==> config.mk <==
export PLATFORM = sky130hd
export DESIGN_NAME = directional_movement_strength
export DESIGN_NICKNAME = d
export VERILOG_FILES = /design/src/sv/dms_pkg.sv /design/src/sv/dms_front.sv /design/src/sv/dms_queue.sv /design/src/sv/dms_divider.sv /design/src/sv/directional_movement_strength.sv
export SDC_FILE = /design/constraint.sdc
export NUM_CORES = 2
export LEC_CHECK = 0
export ABC_AREA = 1
export BUFFER_PORTS_ARGS = -buffer_cell sky130_fd_sc_hd__buf_2
export CORE_ASPECT_RATIO = 0.9
export CORE_UTILIZATION = 50
export CTS_CLUSTER_DIAMETER = 50
export DETAILED_ROUTE_END_ITERATION = 6
export PLACE_DENSITY = 0.62
export SYNTH_ARGS = -nofsm -noshare
export SYNTH_HDL_FRONTEND = slang
export SYNTH_SLANG_ARGS = --single-unit
==> constraint.sdc <==
create_clock -name clk -period 9.7 [get_ports clk]
set_input_delay 0.97 -clock clk [delete_from_list [all_inputs] [get_ports clk]]
set_output_delay 0.97 -clock clk [all_outputs]
set_load 0.03 [all_outputs]
==> src/sv/dms_pkg.sv <==
// ----------------------------------------------------------------------------
// dms_pkg
// Shared types and constants for the directional movement strength block.
// ----------------------------------------------------------------------------
`default_nettype none

package dms_pkg;

    localparam int PRICE_W = 32;
    localparam int WIN_W   = 6;
    localparam int QUO_W   = 17;
    localparam int CNT_W   = 5;

    localparam logic [WIN_W-1:0] WIN_RESET = 6'd14;

    typedef enum logic [2:0] {
        F_IDLE   = 3'b001,
        F_UPDATE = 3'b010,
        F_EMIT   = 3'b100
    } front_state_t;

    typedef enum logic [2:0] {
        D_IDLE = 3'b001,
        D_RUN  = 3'b010,
        D_DONE = 3'b100
    } div_state_t;

endpackage

`default_nettype wire

==> src/sv/dms_front.sv <==
// ----------------------------------------------------------------------------
// dms_front
// Bar intake: directional moves, delay lines, running sums, ratio operands.
// ----------------------------------------------------------------------------
`default_nettype none

module dms_front #(
    parameter int MAX_WINDOW = 32,
    parameter int SUM_W      = 37,
    parameter int TOT_W      = 38
) (
    input  wire                              clk,
    input  wire                              rst_n,
    input  wire                              cfg_wr_en,
    input  wire  [dms_pkg::WIN_W-1:0]        cfg_wr_data,
    input  wire                              bar_valid,
    output logic                             bar_ready,
    input  wire  [dms_pkg::PRICE_W-1:0]      high_price,
    input  wire  [dms_pkg::PRICE_W-1:0]      low_price,
    input  wire                              series_start,
    output logic                             job_valid,
    input  wire                              job_ready,
    output logic [SUM_W-1:0]                 job_diff,
    output logic [TOT_W-1:0]                 job_total,
    output logic                             job_live
);
    import dms_pkg::*;

    localparam int PW  = $clog2(MAX_WINDOW);
    localparam int BW  = $clog2(MAX_WINDOW + 3);
    localparam int CW  = (BW > WIN_W) ? BW : WIN_W;
    localparam logic [BW-1:0] BARS_MAX = BW'(MAX_WINDOW + 2);
    localparam logic [CW-1:0] WIN_MAX  = CW'(MAX_WINDOW);

    front_state_t               state_reg, state_next;
    logic [WIN_W-1:0]           window_reg;
    logic [PRICE_W-1:0]         prev_high_reg, prev_high_next;
    logic [PRICE_W-1:0]         prev_low_reg, prev_low_next;
    logic [PRICE_W-1:0]         hi_reg, lo_reg;
    logic [SUM_W-1:0]           plus_sum_reg, plus_sum_next;
    logic [SUM_W-1:0]           minus_sum_reg, minus_sum_next;
    logic [BW-1:0]              bars_reg, bars_next;
    logic [PW-1:0]              ptr_reg, ptr_next;
    logic [PRICE_W-1:0]         rd_plus_reg, rd_minus_reg;

    logic [PRICE_W-1:0]         plus_mem  [MAX_WINDOW];
    logic [PRICE_W-1:0]         minus_mem [MAX_WINDOW];

    logic [CW-1:0]              win_eff;
    logic                       accept;
    logic [PW-1:0]              ptr_start, ptr_wrap, ptr_inc;
    logic signed [PRICE_W:0]    up_move, down_move;
    logic [PRICE_W-1:0]         plus_move, minus_move;
    logic                       have_diff, drop_old;
    logic [SUM_W-1:0]           plus_old, minus_old;

    always_comb
    begin
        win_eff = CW'(window_reg);
        if (window_reg == '0)
        begin
            win_eff = CW'(1);
        end
        else if (CW'(window_reg) > WIN_MAX)
        begin
            win_eff = WIN_MAX;
        end
    end

    assign bar_ready = (state_reg == F_IDLE);
    assign accept    = bar_valid && bar_ready;

    assign ptr_start = series_start ? '0 : ptr_reg;
    assign ptr_wrap  = (CW'(ptr_start) >= win_eff) ? '0 : ptr_start;
    assign ptr_inc   = ((CW'(ptr_reg) + CW'(1)) >= win_eff) ? '0 : PW'(ptr_reg + 1'b1);

    assign up_move   = $signed({1'b0, hi_reg}) - $signed({1'b0, prev_high_reg});
    assign down_move = $signed({1'b0, prev_low_reg}) - $signed({1'b0, lo_reg});
    assign plus_move  = (up_move > down_move && up_move > 0) ? up_move[PRICE_W-1:0] : '0;
    assign minus_move = (down_move > up_move && down_move > 0) ? down_move[PRICE_W-1:0] : '0;

    assign have_diff = (bars_reg != '0);
    assign drop_old  = ((CW+1)'(bars_reg) >= ((CW+1)'(win_eff) + (CW+1)'(1)));
    assign plus_old  = drop_old ? SUM_W'(rd_plus_reg) : '0;
    assign minus_old = drop_old ? SUM_W'(rd_minus_reg) : '0;

    always_comb
    begin
        state_next     = state_reg;
        prev_high_next = prev_high_reg;
        prev_low_next  = prev_low_reg;
        plus_sum_next  = plus_sum_reg;
        minus_sum_next = minus_sum_reg;
        bars_next      = bars_reg;
        ptr_next       = ptr_reg;
        unique case (state_reg)
            F_IDLE:
            begin
                if (accept)
                begin
                    ptr_next = ptr_wrap;
                    if (series_start)
                    begin
                        prev_high_next = '0;
                        prev_low_next  = '0;
                        plus_sum_next  = '0;
                        minus_sum_next = '0;
                        bars_next      = '0;
                    end
                    state_next = F_UPDATE;
                end
            end
            F_UPDATE:
            begin
                if (have_diff)
                begin
                    plus_sum_next  = plus_sum_reg - plus_old + SUM_W'(plus_move);
                    minus_sum_next = minus_sum_reg - minus_old + SUM_W'(minus_move);
                    ptr_next       = ptr_inc;
                end
                prev_high_next = hi_reg;
                prev_low_next  = lo_reg;
                if (bars_reg < BARS_MAX)
                begin
                    bars_next = bars_reg + 1'b1;
                end
                state_next = F_EMIT;
            end
            F_EMIT:
            begin
                if (job_ready)
                begin
                    state_next = F_IDLE;
                end
            end
            default:
            begin
                state_next = F_IDLE;
            end
        endcase
        if (cfg_wr_en)
        begin
            prev_high_next = '0;
            prev_low_next  = '0;
            plus_sum_next  = '0;
            minus_sum_next = '0;
            bars_next      = '0;
            ptr_next       = '0;
        end
    end

    always_ff @(posedge clk or negedge rst_n)
    begin
        if (!rst_n)
        begin
            state_reg     <= F_IDLE;
            window_reg    <= WIN_RESET;
            prev_high_reg <= '0;
            prev_low_reg  <= '0;
            plus_sum_reg  <= '0;
            minus_sum_reg <= '0;
            bars_reg      <= '0;
            ptr_reg       <= '0;
        end
        else
        begin
            state_reg     <= state_next;
            prev_high_reg <= prev_high_next;
            prev_low_reg  <= prev_low_next;
            plus_sum_reg  <= plus_sum_next;
            minus_sum_reg <= minus_sum_next;
            bars_reg      <= bars_next;
            ptr_reg       <= ptr_next;
            if (cfg_wr_en)
            begin
                window_reg <= cfg_wr_data;
            end
        end
    end

    always_ff @(posedge clk)
    begin
        if (accept)
        begin
            hi_reg       <= high_price;
            lo_reg       <= low_price;
            rd_plus_reg  <= plus_mem[ptr_wrap];
            rd_minus_reg <= minus_mem[ptr_wrap];
        end
        if (state_reg == F_UPDATE && have_diff)
        begin
            plus_mem[ptr_reg]  <= plus_move;
            minus_mem[ptr_reg] <= minus_move;
        end
    end

    assign job_valid = (state_reg == F_EMIT);
    assign job_live  = ((CW+1)'(bars_reg) >= ((CW+1)'(win_eff) + (CW+1)'(2)));
    assign job_diff  = (plus_sum_reg >= minus_sum_reg) ? (plus_sum_reg - minus_sum_reg)
                                                       : (minus_sum_reg - plus_sum_reg);
    assign job_total = TOT_W'(plus_sum_reg) + TOT_W'(minus_sum_reg);

endmodule

`default_nettype wire

==> src/sv/dms_queue.sv <==
// ----------------------------------------------------------------------------
// dms_queue
// Two-entry queue between the bar intake and the ratio divider.
// ----------------------------------------------------------------------------
`default_nettype none

module dms_queue #(
    parameter int DATA_W = 76
) (
    input  wire                 clk,
    input  wire                 rst_n,
    input  wire                 in_valid,
    output logic                in_ready,
    input  wire  [DATA_W-1:0]   in_data,
    output logic                out_valid,
    input  wire                 out_ready,
    output logic [DATA_W-1:0]   out_data
);
    import dms_pkg::*;

    logic [DATA_W-1:0]  slot_reg [2];
    logic               wr_ptr_reg, wr_ptr_next;
    logic               rd_ptr_reg, rd_ptr_next;
    logic [1:0]         count_reg, count_next;
    logic               push, pop;

    assign in_ready  = (count_reg != 2'd2);
    assign out_valid = (count_reg != 2'd0);
    assign push      = in_valid && in_ready;
    assign pop       = out_valid && out_ready;
    assign out_data  = slot_reg[rd_ptr_reg];

    always_comb
    begin
        wr_ptr_next = push ? ~wr_ptr_reg : wr_ptr_reg;
        rd_ptr_next = pop ? ~rd_ptr_reg : rd_ptr_reg;
        count_next  = count_reg + {1'b0, push} - {1'b0, pop};
    end

    always_ff @(posedge clk or negedge rst_n)
    begin
        if (!rst_n)
        begin
            wr_ptr_reg <= 1'b0;
            rd_ptr_reg <= 1'b0;
            count_reg  <= 2'd0;
        end
        else
        begin
            wr_ptr_reg <= wr_ptr_next;
            rd_ptr_reg <= rd_ptr_next;
            count_reg  <= count_next;
        end
    end

    always_ff @(posedge clk)
    begin
        if (push)
        begin
            slot_reg[wr_ptr_reg] <= in_data;
        end
    end

endmodule

`default_nettype wire

==> src/sv/dms_divider.sv <==
// ----------------------------------------------------------------------------
// dms_divider
// Restoring divider: strength = floor(diff * 2^16 / total), one bit a cycle.
// ----------------------------------------------------------------------------
`default_nettype none

module dms_divider #(
    parameter int SUM_W = 37,
    parameter int TOT_W = 38
) (
    input  wire                         clk,
    input  wire                         rst_n,
    input  wire                         job_valid,
    output logic                        job_ready,
    input  wire  [SUM_W-1:0]            job_diff,
    input  wire  [TOT_W-1:0]            job_total,
    input  wire                         job_live,
    output logic                        res_valid,
    input  wire                         res_ready,
    output logic [dms_pkg::QUO_W-1:0]   trend_strength,
    output logic                        strength_valid
);
    import dms_pkg::*;

    div_state_t         state_reg, state_next;
    logic [TOT_W-1:0]   rem_reg, rem_next;
    logic [TOT_W-1:0]   den_reg, den_next;
    logic [QUO_W-1:0]   quo_reg, quo_next;
    logic [CNT_W-1:0]   cnt_reg, cnt_next;
    logic               live_reg, live_next;
    logic [TOT_W:0]     rem_shift;
    logic               fits;

    assign rem_shift = (cnt_reg == '0) ? {1'b0, rem_reg} : {rem_reg, 1'b0};
    assign fits      = (rem_shift >= {1'b0, den_reg});

    always_comb
    begin
        state_next = state_reg;
        rem_next   = rem_reg;
        den_next   = den_reg;
        quo_next   = quo_reg;
        cnt_next   = cnt_reg;
        live_next  = live_reg;
        unique case (state_reg)
            D_IDLE:
            begin
                if (job_valid)
                begin
                    live_next = job_live;
                    rem_next  = TOT_W'(job_diff);
                    den_next  = job_total;
                    quo_next  = '0;
                    cnt_next  = '0;
                    if (!job_live || job_total == '0)
                    begin
                        state_next = D_DONE;
                    end
                    else
                    begin
                        state_next = D_RUN;
                    end
                end
            end
            D_RUN:
            begin
                rem_next = fits ? TOT_W'(rem_shift - {1'b0, den_reg}) : TOT_W'(rem_shift);
                quo_next = {quo_reg[QUO_W-2:0], fits};
                cnt_next = cnt_reg + 1'b1;
                if (cnt_reg == CNT_W'(QUO_W - 1))
                begin
                    state_next = D_DONE;
                end
            end
            D_DONE:
            begin
                if (res_ready)
                begin
                    state_next = D_IDLE;
                end
            end
            default:
            begin
                state_next = D_IDLE;
            end
        endcase
    end

    always_ff @(posedge clk or negedge rst_n)
    begin
        if (!rst_n)
        begin
            state_reg <= D_IDLE;
            cnt_reg   <= '0;
            live_reg  <= 1'b0;
            quo_reg   <= '0;
        end
        else
        begin
            state_reg <= state_next;
            cnt_reg   <= cnt_next;
            live_reg  <= live_next;
            quo_reg   <= quo_next;
        end
    end

    always_ff @(posedge clk)
    begin
        rem_reg <= rem_next;
        den_reg <= den_next;
    end

    assign job_ready      = (state_reg == D_IDLE);
    assign res_valid      = (state_reg == D_DONE);
    assign trend_strength = live_reg ? quo_reg : '0;
    assign strength_valid = live_reg;

endmodule

`default_nettype wire

==> src/sv/directional_movement_strength.sv <==
// ----------------------------------------------------------------------------
// directional_movement_strength
// DX-style trend strength |S+ - S-| / (S+ + S-) in Q16 over a window of bars.
//
// s_* channel: one price bar per beat; tuser set starts a new series.
// m_* channel: one result beat per bar; tuser flags a valid strength
// (window_length + 2 bars seen), otherwise tdata is 0.
// cfg_wr_en/cfg_wr_data: window length (0 acts as 1, clamped to MAX_WINDOW);
// a write also clears the history. Write only while the block is idle.
// Path: the intake updates its sums and offers the result, the queue hands it
// over, and the divider runs 17 restoring steps and holds the result beat. A
// bar with no valid strength, or with a zero total, skips the divide. Intake
// takes a new bar only once its last result is in the queue; the divider takes
// a new bar only once its last result beat has been taken.
// A two-entry queue lets intake run ahead while the divider or the
// receiver stalls; a stalled result holds on m_tdata/m_tuser.
// Reset: window length 14, history cleared, both channels empty.
// ----------------------------------------------------------------------------
`default_nettype none

module directional_movement_strength #(
    parameter int MAX_WINDOW = 32
) (
    input  wire          clk,
    input  wire          rst_n,
    input  wire          cfg_wr_en,
    input  wire  [5:0]   cfg_wr_data,   // window_length
    input  wire          s_tvalid,
    output logic         s_tready,
    input  wire  [63:0]  s_tdata,       // [31:0] high_price, [63:32] low_price
    input  wire          s_tuser,       // series_start
    output logic         m_tvalid,
    input  wire          m_tready,
    output logic [23:0]  m_tdata,       // [16:0] trend_strength, [23:17] zero
    output logic         m_tuser        // strength_valid
);
    import dms_pkg::*;

    localparam int SUM_W  = PRICE_W + $clog2(MAX_WINDOW);
    localparam int TOT_W  = SUM_W + 1;
    localparam int DATA_W = SUM_W + TOT_W + 1;

    logic                job_valid, job_ready;
    logic [SUM_W-1:0]    job_diff;
    logic [TOT_W-1:0]    job_total;
    logic                job_live;
    logic                dq_valid, dq_ready;
    logic [DATA_W-1:0]   dq_data;
    logic [QUO_W-1:0]    trend_strength;

    dms_front #(
        .MAX_WINDOW (MAX_WINDOW),
        .SUM_W      (SUM_W),
        .TOT_W      (TOT_W)
    ) u_front (
        .clk          (clk),
        .rst_n        (rst_n),
        .cfg_wr_en    (cfg_wr_en),
        .cfg_wr_data  (cfg_wr_data),
        .bar_valid    (s_tvalid),
        .bar_ready    (s_tready),
        .high_price   (s_tdata[31:0]),
        .low_price    (s_tdata[63:32]),
        .series_start (s_tuser),
        .job_valid    (job_valid),
        .job_ready    (job_ready),
        .job_diff     (job_diff),
        .job_total    (job_total),
        .job_live     (job_live)
    );

    dms_queue #(
        .DATA_W (DATA_W)
    ) u_queue (
        .clk       (clk),
        .rst_n     (rst_n),
        .in_valid  (job_valid),
        .in_ready  (job_ready),
        .in_data   ({job_live, job_total, job_diff}),
        .out_valid (dq_valid),
        .out_ready (dq_ready),
        .out_data  (dq_data)
    );

    dms_divider #(
        .SUM_W (SUM_W),
        .TOT_W (TOT_W)
    ) u_divider (
        .clk            (clk),
        .rst_n          (rst_n),
        .job_valid      (dq_valid),
        .job_ready      (dq_ready),
        .job_diff       (dq_data[SUM_W-1:0]),
        .job_total      (dq_data[SUM_W +: TOT_W]),
        .job_live       (dq_data[DATA_W-1]),
        .res_valid      (m_tvalid),
        .res_ready      (m_tready),
        .trend_strength (trend_strength),
        .strength_valid (m_tuser)
    );

    assign m_tdata = {7'd0, trend_strength};

endmodule

`default_nettype wire

==> out/results.ini <==
[outcome]
status=completed

[floorplanning]
core_region_area_mm2=0.2501
die_x_um=530.9
boundaryPins=103
dieArea_mm2=0.2538
num_rows=174
die-height_um=478.0
start_util=0.5033

[finish]
synthToLayoutAreaGrowth_pct=10.81
finalNonFillerCells=15980
fin_area_mm2=0.1395
mostFrequentLayoutCell=nand2_1
mostFrequentLayoutCells=nand2_1 (2774), edfxtp_1 (2402), nand3_1 (1439)
drive_above_1_share=0.06915
final_nets=12890

[logic_synthesis]
ys_seq_area_frac=0.6104
ys.flop_type=edfxtp_1
synth_cells=12390
yosysUniqueCellTypes=63
synth_area_mm2=0.1259
syn_area_per_cell_um2=10.16
synth_seq_cells=2590
ys_top_cells_by_area=edfxtp_1 (57%), nand2_1 (8.3%), nand3_1 (5.7%), dfrtp_1 (3.6%), inv_1 (3.6%)
ys.warnings.count=0
yosys.area.top_type=edfxtp_1
synth_edf_count=2402
yosys.area.top_type_share=0.5729
synthArstFlopShare=0.07259

[setup_path]
crit_top_cell=nand2_1
cp.required_ns=10.27
ff2ff_path_depth=37
worst_path_largest_cell_delay_ns=0.60
cp-start-kind=flip-flop
arrival_ns=8.35
r2r-end=u_front.minus_sum_reg[26]
cp-end-kind=flip-flop
worst_r2r_startpoint=u_front.hi_reg[0]
regToRegSetupSlack_ns=1.93
critPathKind=reg2reg
crit_fanout=9
cp_slowest_cell=fa_1

[timing]
fin_tns_setup_ns=0
fmax_mhz=128.7
fin_skew_ns=0.09947
period_needed_ns=7.772
holdWs_ns=0.09611
hold_viol=0
setup_viol_count_final=0
tightestPinTransition_ns=1.451
drv_slew=0
period_share=0.8012
relSlewSlack=0.03155
rsz0062_at_grt=false

[min_path]
hp-class=in2async

[clock_tree]
postCtsSetupBuffers=0
cts_tree=built
post_cts_resized=0
hold_buffers=0
root_buffer=clkbuf_16
clock_latency_ns=0.89
clkTransAtPathRegs_ns=0.06
cts_buffers=302
clkSinkCount=2590
htree_levels=5
clockBufferDepth=4

[grt]
grt_pass1_vias=89840
grt_usage=0.3446
grt_antenna_before_repair=23
grt_max_degree=190
overflow=0
grt_first_pass_wirelength_mm=634.8

[placement]
placed_area_mm2=0.1298
post-dp-hpwl_mm=278.2
gp_congestion=1.006
io_buffers=95
dp.cells=15430

[power]
ir_drop_mv=0.6814
p_per_area_mw_per_mm2=381.2
finalPower_uw=53180
power.leakage_uw=0.05430

[route]
vias=94830
avgRoutedWirePerCell_um=27.65
viasPerCell=5.936
drt-pass1-iter-count=6
drc=0
wl_mm=441.7
drtIter0Drc=11440
drtAntennaViolNets=0

[flow_run]
maxCapViolations=0

[per-layer routing]
layer / vias up / routed length, µm / global-route usage
met5: - / 115 / 0
met4: 16 / 14680 / 0.1087
met3: 745 / 41340 / 0.05917
met2: 4709 / 195100 / 0.5214
met1: 46610 / 190500 / 0.5050
li1: 42750 / - / -
[synth_stat cells (6+ instances only)]
cell / instances
nor2_2: 16
o22ai_1: 342
o211ai_1: 239
xnor2_1: 39
ha_1: 354
a211oi_1: 12
nand2_1: 2777
mux2i_1: 23
nand2_2: 13
nor4_1: 25
a21oi_1: 408
nand3_1: 1441
fa_1: 70
and2_1: 8
a31oi_1: 12
buf_2: 207
nor3_1: 57
clkbuf_1: 214
nand3b_1: 53
dfrtp_1: 183
buf_6: 26
nand4_1: 41
inv_1: 1210
o21bai_1: 21
nor2_1: 1051
o21a_1: 24
and3_1: 6
or2_0: 7
buf_1: 60
xor2_1: 115
a21boi_0: 16
o21ai_1: 14
or2_1: 104
edfxtp_1: 2402
a21o_1: 40
buf_4: 74
o21ai_0: 621
inv_2: 9
[critical path: cells and delay by family, from the launching register on]
family | cells | cell delay (ns)
buf+inv | 6 | 0.98
flops | 1 | 0.37
simple gates | 19 | 2.37
fa+ha+maj | 5 | 2.27
compound gates | 7 | 1.50
[logic make-up after synthesis]
kind of cell	share of synthesized area
AND/OR/NAND/NOR	0.1894
flip-flops	0.6104
buffers and inverters	0.05954
AO/OA/AOI/OAI	0.08185
adder cells (fa/ha/maj)	0.04631
XOR/XNOR	0.01071
multiplexers	0.001829
other	0.00002979
[through the flow]
step,setup WS (ns),utilization
floorplan,2.447,-
global placement,2.038,0.5190
detailed placement,1.990,0.5191
CTS,1.934,0.5575
global route,1.364,0.5576
finish,1.928,0.5577
[power breakdown]
| group | switching (µW) | leakage (µW) | internal (µW) |
|---|---|---|---|
| Sequential | 395 | 0.0234 | 14800 |
| Combinational | 20100 | 0.0263 | 6850 |
| Clock | 4730 | 0.00466 | 6350 |
| Total | 25200 | 0.0543 | 28000 |
[worst max-delay path by stage]
stage	from	endpoint	slack, ns	cells after the start
finish	u_front.hi_reg[0]	u_front.minus_sum_reg[26]	1.93	37
global route	u_front.hi_reg[0]	u_front.minus_sum_reg[27]	1.36	39
CTS	u_front.hi_reg[0]	u_front.minus_sum_reg[26]	1.93	37
floorplan	u_front.state_reg[0]	u_front.hi_reg[0]	2.45	4
global placement	u_front.hi_reg[0]	u_front.minus_sum_reg[26]	2.04	37
detailed placement	u_front.hi_reg[0]	u_front.minus_sum_reg[26]	1.99	37
[final cells by class]
class                      instances  area, µm²
antenna                            7      17.52
clock buffer                     358       7777
clock inverter                   182       1843
fill                           21470     110600
inverter                        1221       4611
multi-input combinational       8001      42120
sequential                      2590      76840
tap                             3344       4184
timing repair buffer             273       2103
Power figures use the tool's default switching activity.
